[src/design/assert_macros.svh]
// Assertion helpers, clocked on clk_i and disabled while rst_ni is low.
`ifndef ASSERT_MACROS_SVH
`define ASSERT_MACROS_SVH
`ifndef SYNTHESIS
`define SLWG_ASSERT(label, prop) \
  label: assert property (@(posedge clk_i) disable iff (!rst_ni) prop) \
    else $error("assertion failed");
`define SLWG_ASSERT_NEVER(label, expr) \
  label: assert property (@(posedge clk_i) disable iff (!rst_ni) !(expr)) \
    else $error("assertion failed");
`else
`define SLWG_ASSERT(label, prop)
`define SLWG_ASSERT_NEVER(label, expr)
`endif
`endif

[src/design/slwg_pkg.sv]
`default_nettype none
package slwg_pkg;
  localparam int MAX_POINTS = 64;
  localparam int PIDX_W = $clog2(MAX_POINTS);
  localparam int SPC_W = 31;
  localparam int MUL_W = SPC_W + PIDX_W;
  localparam int ROOT_W = 33;
  localparam int REM_W = 37;
  localparam int OPND_W = 66;
  localparam int SQRT_STEPS = OPND_W / 2;
  localparam int DIV_STEPS = 32;
  localparam logic [SPC_W-1:0] SPACING_RESET = 31'd6554;

  typedef enum logic {
    MODE_SQRT,
    MODE_DIV
  } unit_mode_e;

  typedef enum logic [3:0] {
    ST_IDLE,
    ST_SQX,
    ST_SQY,
    ST_SUM,
    ST_SQRT_GO,
    ST_SQRT_WAIT,
    ST_SEARCH,
    ST_DIVX_GO,
    ST_DIVX_WAIT,
    ST_DIVY_GO,
    ST_DIVY_WAIT,
    ST_EMIT
  } state_e;

  typedef struct packed {
    logic              start;
    unit_mode_e        mode;
    logic [PIDX_W-1:0] den;
  } unit_req_t;

  typedef struct packed {
    logic              done;
    logic [ROOT_W-1:0] result;
    logic [REM_W-1:0]  rem;
  } unit_rsp_t;
endpackage
`default_nettype wire

[src/design/slwg_iter_unit.sv]
`default_nettype none
// Shared shift-subtract unit: restoring square root or division, one digit per cycle.
module slwg_iter_unit (
  input  wire logic                        clk_i,
  input  wire logic                        rst_ni,
  input  wire slwg_pkg::unit_req_t         req_i,
  input  wire logic [slwg_pkg::OPND_W-1:0] opnd_i,
  output slwg_pkg::unit_rsp_t              rsp_o
);
  logic [slwg_pkg::OPND_W-1:0] opnd_q, opnd_d;
  logic [slwg_pkg::REM_W-1:0]  rem_q, rem_d, shifted, trial, diff;
  logic [slwg_pkg::ROOT_W-1:0] res_q, res_d;
  logic [5:0]                  cnt_q, cnt_d;
  logic                        busy_q, busy_d, done_q, done_d, ge;
  slwg_pkg::unit_mode_e        mode_q, mode_d;
  logic [slwg_pkg::PIDX_W-1:0] den_q, den_d;

  always_comb begin
    if (mode_q == slwg_pkg::MODE_SQRT) begin
      shifted = {rem_q[slwg_pkg::REM_W-3:0], opnd_q[slwg_pkg::OPND_W-1 -: 2]};
      trial   = {2'b00, res_q, 2'b01};
    end else begin
      shifted = {rem_q[slwg_pkg::REM_W-2:0], opnd_q[slwg_pkg::OPND_W-1]};
      trial   = {{(slwg_pkg::REM_W-slwg_pkg::PIDX_W){1'b0}}, den_q};
    end
    ge   = shifted >= trial;
    diff = shifted - trial;
  end

  always_comb begin
    opnd_d = opnd_q;
    rem_d  = rem_q;
    res_d  = res_q;
    cnt_d  = cnt_q;
    busy_d = busy_q;
    mode_d = mode_q;
    den_d  = den_q;
    done_d = 1'b0;
    if (req_i.start) begin
      opnd_d = opnd_i;
      rem_d  = '0;
      res_d  = '0;
      mode_d = req_i.mode;
      den_d  = req_i.den;
      busy_d = 1'b1;
      cnt_d  = (req_i.mode == slwg_pkg::MODE_SQRT) ? 6'(slwg_pkg::SQRT_STEPS - 1)
                                                   : 6'(slwg_pkg::DIV_STEPS - 1);
    end else if (busy_q) begin
      rem_d = ge ? diff : shifted;
      res_d = {res_q[slwg_pkg::ROOT_W-2:0], ge};
      if (mode_q == slwg_pkg::MODE_SQRT) begin
        opnd_d = {opnd_q[slwg_pkg::OPND_W-3:0], 2'b00};
      end else begin
        opnd_d = {opnd_q[slwg_pkg::OPND_W-2:0], 1'b0};
      end
      cnt_d = cnt_q - 6'd1;
      if (cnt_q == '0) begin
        busy_d = 1'b0;
        done_d = 1'b1;
      end
    end
  end

  always_ff @(posedge clk_i or negedge rst_ni) begin
    if (!rst_ni) begin
      busy_q <= 1'b0;
      done_q <= 1'b0;
      cnt_q  <= '0;
      mode_q <= slwg_pkg::MODE_SQRT;
    end else begin
      busy_q <= busy_d;
      done_q <= done_d;
      cnt_q  <= cnt_d;
      mode_q <= mode_d;
    end
  end

  always_ff @(posedge clk_i) begin
    opnd_q <= opnd_d;
    rem_q  <= rem_d;
    res_q  <= res_d;
    den_q  <= den_d;
  end

  assign rsp_o = {done_q, res_q, rem_q};
endmodule
`default_nettype wire

[src/design/straight_line_waypoint_generator.sv]
// Straight-line waypoint generator.
// Input channel (in_valid_i/in_ready_o): func_i = 0 is an odometry transaction
// that stores the position, func_i = 1 a goal transaction. A goal plans at once
// if a position is known, else it waits for the next odometry transaction.
// Output channel (out_valid_o/out_ready_i): one transaction per waypoint, from
// start to goal, point_index counting up, last_point set on the final one.
// cfg_we_i/cfg_wdata_i write the point spacing (Q15.16); the user is to write
// it only while idle, which the block itself does not enforce. A plan runs
// the squaring, the square root, the spacing search and the division of x and
// then of y, root and divisions in the shared shift-subtract unit; points then
// leave one per cycle while out_ready_i is high. A transaction that plans
// nothing leaves the block idle. One transaction at a time: in_ready_o is low
// from the plan start until the last point is taken.
// A stall on out_ready_i holds the current point.
// Reset clears the known position and waiting goal and sets spacing to 6554.
`default_nettype none
`include "assert_macros.svh"
module straight_line_waypoint_generator (
  input  wire logic                           clk_i,
  input  wire logic                           rst_ni,
  input  wire logic                           cfg_we_i,
  input  wire logic [slwg_pkg::SPC_W-1:0]     cfg_wdata_i,
  input  wire logic                           in_valid_i,
  output logic                                in_ready_o,
  input  wire logic                           func_i,
  input  wire logic signed [31:0]             pos_x_i,
  input  wire logic signed [31:0]             pos_y_i,
  input  wire logic signed [31:0]             pos_z_i,
  input  wire logic signed [15:0]             quat_x_i,
  input  wire logic signed [15:0]             quat_y_i,
  input  wire logic signed [15:0]             quat_z_i,
  input  wire logic signed [15:0]             quat_w_i,
  output logic                                out_valid_o,
  input  wire logic                           out_ready_i,
  output logic signed [31:0]                  way_x_o,
  output logic signed [31:0]                  way_y_o,
  output logic signed [31:0]                  way_z_o,
  output logic signed [15:0]                  out_qx_o,
  output logic signed [15:0]                  out_qy_o,
  output logic signed [15:0]                  out_qz_o,
  output logic signed [15:0]                  out_qw_o,
  output logic [slwg_pkg::PIDX_W-1:0]         point_index_o,
  output logic                                last_point_o
);
  localparam int PW = slwg_pkg::PIDX_W;

  slwg_pkg::state_e state_q, state_d;
  logic [slwg_pkg::SPC_W-1:0] spacing_q;
  logic have_pos_q, goal_wait_q;
  logic [31:0] cur_x_q, cur_y_q, cur_z_q, goal_x_q, goal_y_q;
  logic [15:0] gq_x_q, gq_y_q, gq_z_q, gq_w_q;
  logic [63:0] prod_q;
  logic [64:0] dsum_q;
  logic [33:0] root_q;
  logic [slwg_pkg::MUL_W-1:0] m_q;
  logic [PW-1:0] k_q, den_q, idx_q;
  logic [31:0] qx_q, qy_q, accx_q, accy_q;
  logic [PW-1:0] rx_q, ry_q;
  logic [PW:0] remx_q, remy_q;
  logic in_acc, out_acc, plan_go, hit;
  logic [32:0] dx, dy;
  logic [31:0] ax, ay, mul_a;
  logic [PW:0] sumx, sumy;
  slwg_pkg::unit_req_t req;
  slwg_pkg::unit_rsp_t rsp;
  logic [slwg_pkg::OPND_W-1:0] opnd;

  assign in_acc  = in_valid_i && in_ready_o;
  assign out_acc = out_valid_o && out_ready_i;
  assign plan_go = in_acc && ((!func_i && goal_wait_q) || (func_i && have_pos_q));

  assign dx = {goal_x_q[31], goal_x_q} - {cur_x_q[31], cur_x_q};
  assign dy = {goal_y_q[31], goal_y_q} - {cur_y_q[31], cur_y_q};
  assign ax = dx[32] ? 32'(-dx) : dx[31:0];
  assign ay = dy[32] ? 32'(-dy) : dy[31:0];
  assign mul_a = (state_q == slwg_pkg::ST_SQX) ? ax : ay;
  assign hit = m_q >= {{(slwg_pkg::MUL_W-34){1'b0}}, root_q};
  assign sumx = remx_q + {1'b0, rx_q};
  assign sumy = remy_q + {1'b0, ry_q};

  always_comb begin
    state_d = state_q;
    unique case (state_q)
      slwg_pkg::ST_IDLE:      if (plan_go) state_d = slwg_pkg::ST_SQX;
      slwg_pkg::ST_SQX:       state_d = slwg_pkg::ST_SQY;
      slwg_pkg::ST_SQY:       state_d = slwg_pkg::ST_SUM;
      slwg_pkg::ST_SUM:       state_d = slwg_pkg::ST_SQRT_GO;
      slwg_pkg::ST_SQRT_GO:   state_d = slwg_pkg::ST_SQRT_WAIT;
      slwg_pkg::ST_SQRT_WAIT: if (rsp.done) state_d = slwg_pkg::ST_SEARCH;
      slwg_pkg::ST_SEARCH: begin
        if (hit || k_q == PW'(slwg_pkg::MAX_POINTS - 1)) state_d = slwg_pkg::ST_DIVX_GO;
      end
      slwg_pkg::ST_DIVX_GO:   state_d = slwg_pkg::ST_DIVX_WAIT;
      slwg_pkg::ST_DIVX_WAIT: if (rsp.done) state_d = slwg_pkg::ST_DIVY_GO;
      slwg_pkg::ST_DIVY_GO:   state_d = slwg_pkg::ST_DIVY_WAIT;
      slwg_pkg::ST_DIVY_WAIT: if (rsp.done) state_d = slwg_pkg::ST_EMIT;
      slwg_pkg::ST_EMIT:      if (out_acc && idx_q == den_q) state_d = slwg_pkg::ST_IDLE;
      default:                state_d = slwg_pkg::ST_IDLE;
    endcase
  end

  always_comb begin
    in_ready_o  = state_q == slwg_pkg::ST_IDLE;
    out_valid_o = state_q == slwg_pkg::ST_EMIT;
    req.start   = state_q == slwg_pkg::ST_SQRT_GO || state_q == slwg_pkg::ST_DIVX_GO ||
                  state_q == slwg_pkg::ST_DIVY_GO;
    req.mode    = (state_q == slwg_pkg::ST_SQRT_GO) ? slwg_pkg::MODE_SQRT
                                                    : slwg_pkg::MODE_DIV;
    req.den     = den_q;
    unique case (state_q)
      slwg_pkg::ST_SQRT_GO: opnd = {1'b0, dsum_q};
      slwg_pkg::ST_DIVX_GO: opnd = {ax, 34'd0};
      default:              opnd = {ay, 34'd0};
    endcase
  end

  slwg_iter_unit u_unit (
    .clk_i  (clk_i),
    .rst_ni (rst_ni),
    .req_i  (req),
    .opnd_i (opnd),
    .rsp_o  (rsp)
  );

  always_ff @(posedge clk_i or negedge rst_ni) begin
    if (!rst_ni) begin
      state_q     <= slwg_pkg::ST_IDLE;
      spacing_q   <= slwg_pkg::SPACING_RESET;
      have_pos_q  <= 1'b0;
      goal_wait_q <= 1'b0;
      cur_x_q     <= '0;
      cur_y_q     <= '0;
      cur_z_q     <= '0;
      goal_x_q    <= '0;
      goal_y_q    <= '0;
      gq_x_q      <= '0;
      gq_y_q      <= '0;
      gq_z_q      <= '0;
      gq_w_q      <= '0;
    end else begin
      state_q <= state_d;
      if (cfg_we_i) spacing_q <= cfg_wdata_i;
      if (in_acc) begin
        if (!func_i) begin
          cur_x_q     <= pos_x_i;
          cur_y_q     <= pos_y_i;
          cur_z_q     <= pos_z_i;
          have_pos_q  <= 1'b1;
          goal_wait_q <= 1'b0;
        end else begin
          goal_x_q    <= pos_x_i;
          goal_y_q    <= pos_y_i;
          gq_x_q      <= quat_x_i;
          gq_y_q      <= quat_y_i;
          gq_z_q      <= quat_z_i;
          gq_w_q      <= quat_w_i;
          goal_wait_q <= !have_pos_q;
        end
      end
    end
  end

  always_ff @(posedge clk_i) begin
    prod_q <= mul_a * mul_a;
    unique case (state_q)
      slwg_pkg::ST_SQY: dsum_q <= {1'b0, prod_q};
      slwg_pkg::ST_SUM: dsum_q <= dsum_q + {1'b0, prod_q};
      slwg_pkg::ST_SQRT_WAIT: begin
        root_q <= {1'b0, rsp.result} + {33'd0, (rsp.rem != '0)};
        m_q    <= '0;
        k_q    <= '0;
      end
      slwg_pkg::ST_SEARCH: begin
        if (hit) begin
          den_q <= (k_q == '0) ? PW'(1) : k_q;
        end else if (k_q == PW'(slwg_pkg::MAX_POINTS - 1)) begin
          den_q <= PW'(slwg_pkg::MAX_POINTS - 1);
        end else begin
          k_q <= k_q + PW'(1);
          m_q <= m_q + {{PW{1'b0}}, spacing_q};
        end
      end
      slwg_pkg::ST_DIVX_WAIT: begin
        qx_q <= rsp.result[31:0];
        rx_q <= rsp.rem[PW-1:0];
      end
      slwg_pkg::ST_DIVY_WAIT: begin
        qy_q   <= rsp.result[31:0];
        ry_q   <= rsp.rem[PW-1:0];
        accx_q <= '0;
        accy_q <= '0;
        remx_q <= {2'b00, den_q[PW-1:1]};
        remy_q <= {2'b00, den_q[PW-1:1]};
        idx_q  <= '0;
      end
      slwg_pkg::ST_EMIT: begin
        if (out_acc) begin
          idx_q <= idx_q + PW'(1);
          if (sumx >= {1'b0, den_q}) begin
            remx_q <= sumx - {1'b0, den_q};
            accx_q <= accx_q + qx_q + 32'd1;
          end else begin
            remx_q <= sumx;
            accx_q <= accx_q + qx_q;
          end
          if (sumy >= {1'b0, den_q}) begin
            remy_q <= sumy - {1'b0, den_q};
            accy_q <= accy_q + qy_q + 32'd1;
          end else begin
            remy_q <= sumy;
            accy_q <= accy_q + qy_q;
          end
        end
      end
      default: ;
    endcase
  end

  assign way_x_o       = dx[32] ? cur_x_q - accx_q : cur_x_q + accx_q;
  assign way_y_o       = dy[32] ? cur_y_q - accy_q : cur_y_q + accy_q;
  assign way_z_o       = cur_z_q;
  assign out_qx_o      = gq_x_q;
  assign out_qy_o      = gq_y_q;
  assign out_qz_o      = gq_z_q;
  assign out_qw_o      = gq_w_q;
  assign point_index_o = idx_q;
  assign last_point_o  = idx_q == den_q;

  `SLWG_ASSERT_NEVER(a_no_in_while_out, in_ready_o && out_valid_o)
  `SLWG_ASSERT(a_last_is_goal, out_valid_o && last_point_o |-> way_x_o == goal_x_q && way_y_o == goal_y_q)
  `SLWG_ASSERT(a_first_is_start, out_valid_o && point_index_o == '0 |-> way_x_o == cur_x_q)
  `SLWG_ASSERT(a_plan_leaves_idle, plan_go |=> state_q == slwg_pkg::ST_SQX)
endmodule
`default_nettype wire
[config.mk]
export PLATFORM = sky130hd
export DESIGN_NAME = straight_line_waypoint_generator
export DESIGN_NICKNAME = d
export VERILOG_FILES = /design/src/design/slwg_pkg.sv /design/src/design/slwg_iter_unit.sv /design/src/design/straight_line_waypoint_generator.sv
export VERILOG_INCLUDE_DIRS = /design/src /design/src/design
export SDC_FILE = /design/constraint.sdc
export NUM_CORES = 2
export LEC_CHECK = 0
export ABC_AREA = 1
export BUFFER_PORTS_ARGS = -buffer_cell sky130_fd_sc_hd__buf_2
export CORE_UTILIZATION = 40
export DETAILED_ROUTE_END_ITERATION = 12
export PLACE_DENSITY = 0.55
export SLEW_MARGIN = 15
export SYNTH_ARGS = -nofsm -noshare
export SYNTH_HDL_FRONTEND = slang
export SYNTH_SLANG_ARGS = --single-unit
[constraint.sdc]
create_clock -name clk_i -period 9.2 [get_ports clk_i]
set_input_delay 1.38 -clock clk_i [delete_from_list [all_inputs] [get_ports clk_i]]
set_output_delay 1.38 -clock clk_i [all_outputs]
set_load 0.005 [all_outputs]
==> metrics.txt <==
Die Area about 220000 um^2; Critical Path AT 10.33 ns; vias in the first global route just over 80k; Setup CP Type flip-flop to flip-flop; synth unique cells 78; Filler cells 20.6k; total congestion overflow 0; H-tree depth 3; Ports about 370; CP most frequent cell buf_4; unrepaired setup endpoints after global routing true; CP max FO 8; Fin. Hold Viols 0; Top FF cell, synth edfxtp_1; Port Buffer Count 365; GR Util met3 4.57%; Post-synth EDFFs 380; Root Buffer clkbuf_16; Via Count between 80k and 90k; Max clock buf depth 3; largest net degree at the start of global routing 137; commonest cells in the netlist nand2_1 (2265), inv_1 (2177), nor2_1 (1025), fa_1 (806), ha_1 (670); Syn Inst Count around 11k; failing checks negative setup slack; slew margin rel. 21.3%; final setup margin -0.526 ns; initial core utilization ~40%; antenna violations before repair 31; ranking of synthesized cells by area fa_1 (19%), edfxtp_1 (13%), nand2_1 (9.8%); max-slew violations 0; Yosys Warn Count 0; worst hold stages 2; DP HPWL 261000 um; share of async-settable or async-resettable flops after synthesis 34.5%; Syn Area/Cell about 7.8 um^2; share of cells above drive strength 1 between 20% and 30%; setup TNS -13.67 ns; Max Clk Rate 103 MHz; # setup viols final 40; nets 14.4k; Worst-path clk slew 0.06 ns; 1st-pass router iterations 6; Skew-Pair Late Insertion Delay about 0.8 ns; Chip Height ~470 um; clock sink count 783; status finished with violations; Max stage delay on crit path between 0.5 and 0.6 ns; final worst-path cycle share 106%; floorplan row count 170; Max-Cap Viols 0; CP max stage cell fa_2; core area roughly 220000 um^2; Synth top area share 18.6%; worst hold path class flip-flop to flip-flop; fin area 110000 um^2; area added between synthesis and finish 26.5%; fin crit period 9.73 ns; Worst setup SP type flip-flop; CTS tree done; Yosys top cell by area fa_1; Tot GR Track Use approximately 29%; layer with the highest usage met2; GRT met2 Usage 46.0%; most common cell in the synthesized netlist nand2_1; met1 usage between 40% and 50%; Antenna Nets Post-Route 0; Post-Syn Area just under 90000 um^2; DRT iter0 DRCs roughly 6.7k; pre-CTS setup slack -1.39 ns; DRC viols 0; first-pass GRT wire length between 400000 and 500000 um; Worst Reg-to-Reg Cells 43; GPL Wtd Cong 0.969; post-synthesis register bit count 783; chip width 468 um; Placed Instance Area 101000 um^2; total CTS buffers 95; Routed WL 320000 um; Worst-Margin Slew 1.18 ns; Worst Clk Skew between 0.06 and 0.07 ns; critical path capture point type flip-flop; per-cell routed wire length between 20 and 25 um; CTS Hold Bufs 0; Req. time, crit path just under 10 ns; Vias/cell around 5.1; Post-Syn Nets 12.7k; Seq/Total Area, Yosys 24.0%
[repair_timing]
action | 4_1_cts | 5_1_grt
setup buffers | 103 | 75
gates resized for setup | 575 | 386
cloned | 1 | 0
setup endpoints to repair | 50 | 50
pin swaps | 138 | 161
[worst paths after layout]
check,from,end,slack [ns]
worst min register to register,have_pos_q,have_pos_q,0.46
worst max register to register,goal_x_q[0],prod_q[39],-0.53
max in group asynchronous,rst_ni,u_unit.mode_q,6.95
worst min-delay path,have_pos_q,have_pos_q,0.46
min in group asynchronous,rst_ni,out_qy_o[15],0.69
worst max-delay path,goal_x_q[0],prod_q[39],-0.53
[critical path: cells and delay by family (launching register included)]
| kind | cells | cell delay [ns] |
|---|---|---|
| adder cells (fa/ha/maj) | 11 | 4.93 |
| AO/OA/AOI/OAI | 10 | 1.94 |
| buffers and inverters | 16 | 1.68 |
| AND/OR/NAND/NOR | 5 | 0.46 |
| flip-flops | 1 | 0.34 |
| XOR/XNOR | 1 | 0.18 |
[cell type report]
cell class	count	area (um^2)	area share, %
Multi-Input combinational cell	7772	59700	54.4
Sequential cell	783	20800	19.0
Timing Repair Buffer	1794	13600	12.4
Inverter	2252	8560	7.81
Tap cell	2838	3550	3.24
Clock buffer	116	2520	2.30
Clock inverter	62	906	0.826
Antenna cell	13	32.5	0.0297
[logic make-up after synthesis]
group	count (synthesis)	synth area share [%]
AO/OA/AOI/OAI	1659	10.9
XOR/XNOR	423	4.30
adder cells (fa/ha/maj)	1476	28.3
buffers and inverters	2502	11.2
flip-flops	783	24.0
multiplexers	131	1.69
AND/OR/NAND/NOR	4082	19.6
[routing by layer]
layer / share of wire (%) / vias up / routed length (um)
met5: 0.097 / - / 310
met4: 3.3 / 20 / 10500
met3: 7.4 / 452 / 23800
li1: - / 38300 / -
met1: 45 / 38900 / 143000
met2: 45 / 2744 / 143000
[layout by cell type (no fill, tap or decap), types with 259 or more instances in the layout]
master / instances
ha_1: 605
fa_1: 761
inv_1: 2120
buf_2: 364
buf_4: 1293
nand3_1: 325
o21ai_0: 525
xor2_1: 266
nand2_1: 2162
nor2_1: 884
edfxtp_1: 380
a21oi_1: 572
dfrtp_1: 259
[metrics by stage]
step | instances | hold slack [ns] | util, %
CTS | 15600 | 0.459 | 50.0
floorplan | 11100 | 0.423 | -
detailed placement | 15300 | 0.442 | 46.9
global placement | 15300 | 0.436 | 46.9
finish | 15600 | 0.455 | 51.0
global route | 15600 | 0.502 | 51.0
[flip-flops by register name, summed over array words and instances, names as in the netlist, 16 cells and up]
signal         flops
out_qw_o          16
cur_x_q           32
out_qz_o          16
dsum_q            65
out_qy_o          16
goal_x_q          32
accx_q            32
u_unit.res_q      33
root_q            34
u_unit.rem_q      37
out_qx_o          16
accy_q            32
qx_q              32
prod_q            63
m_q               37
qy_q              32
u_unit.opnd_q     66
spacing_q         31
cur_y_q           32
way_z_o           32
goal_y_q          32
Power is left out: the tool's default activity adds up to more than one toggle a clock period on the data nets, which glitch-free logic cannot reach.
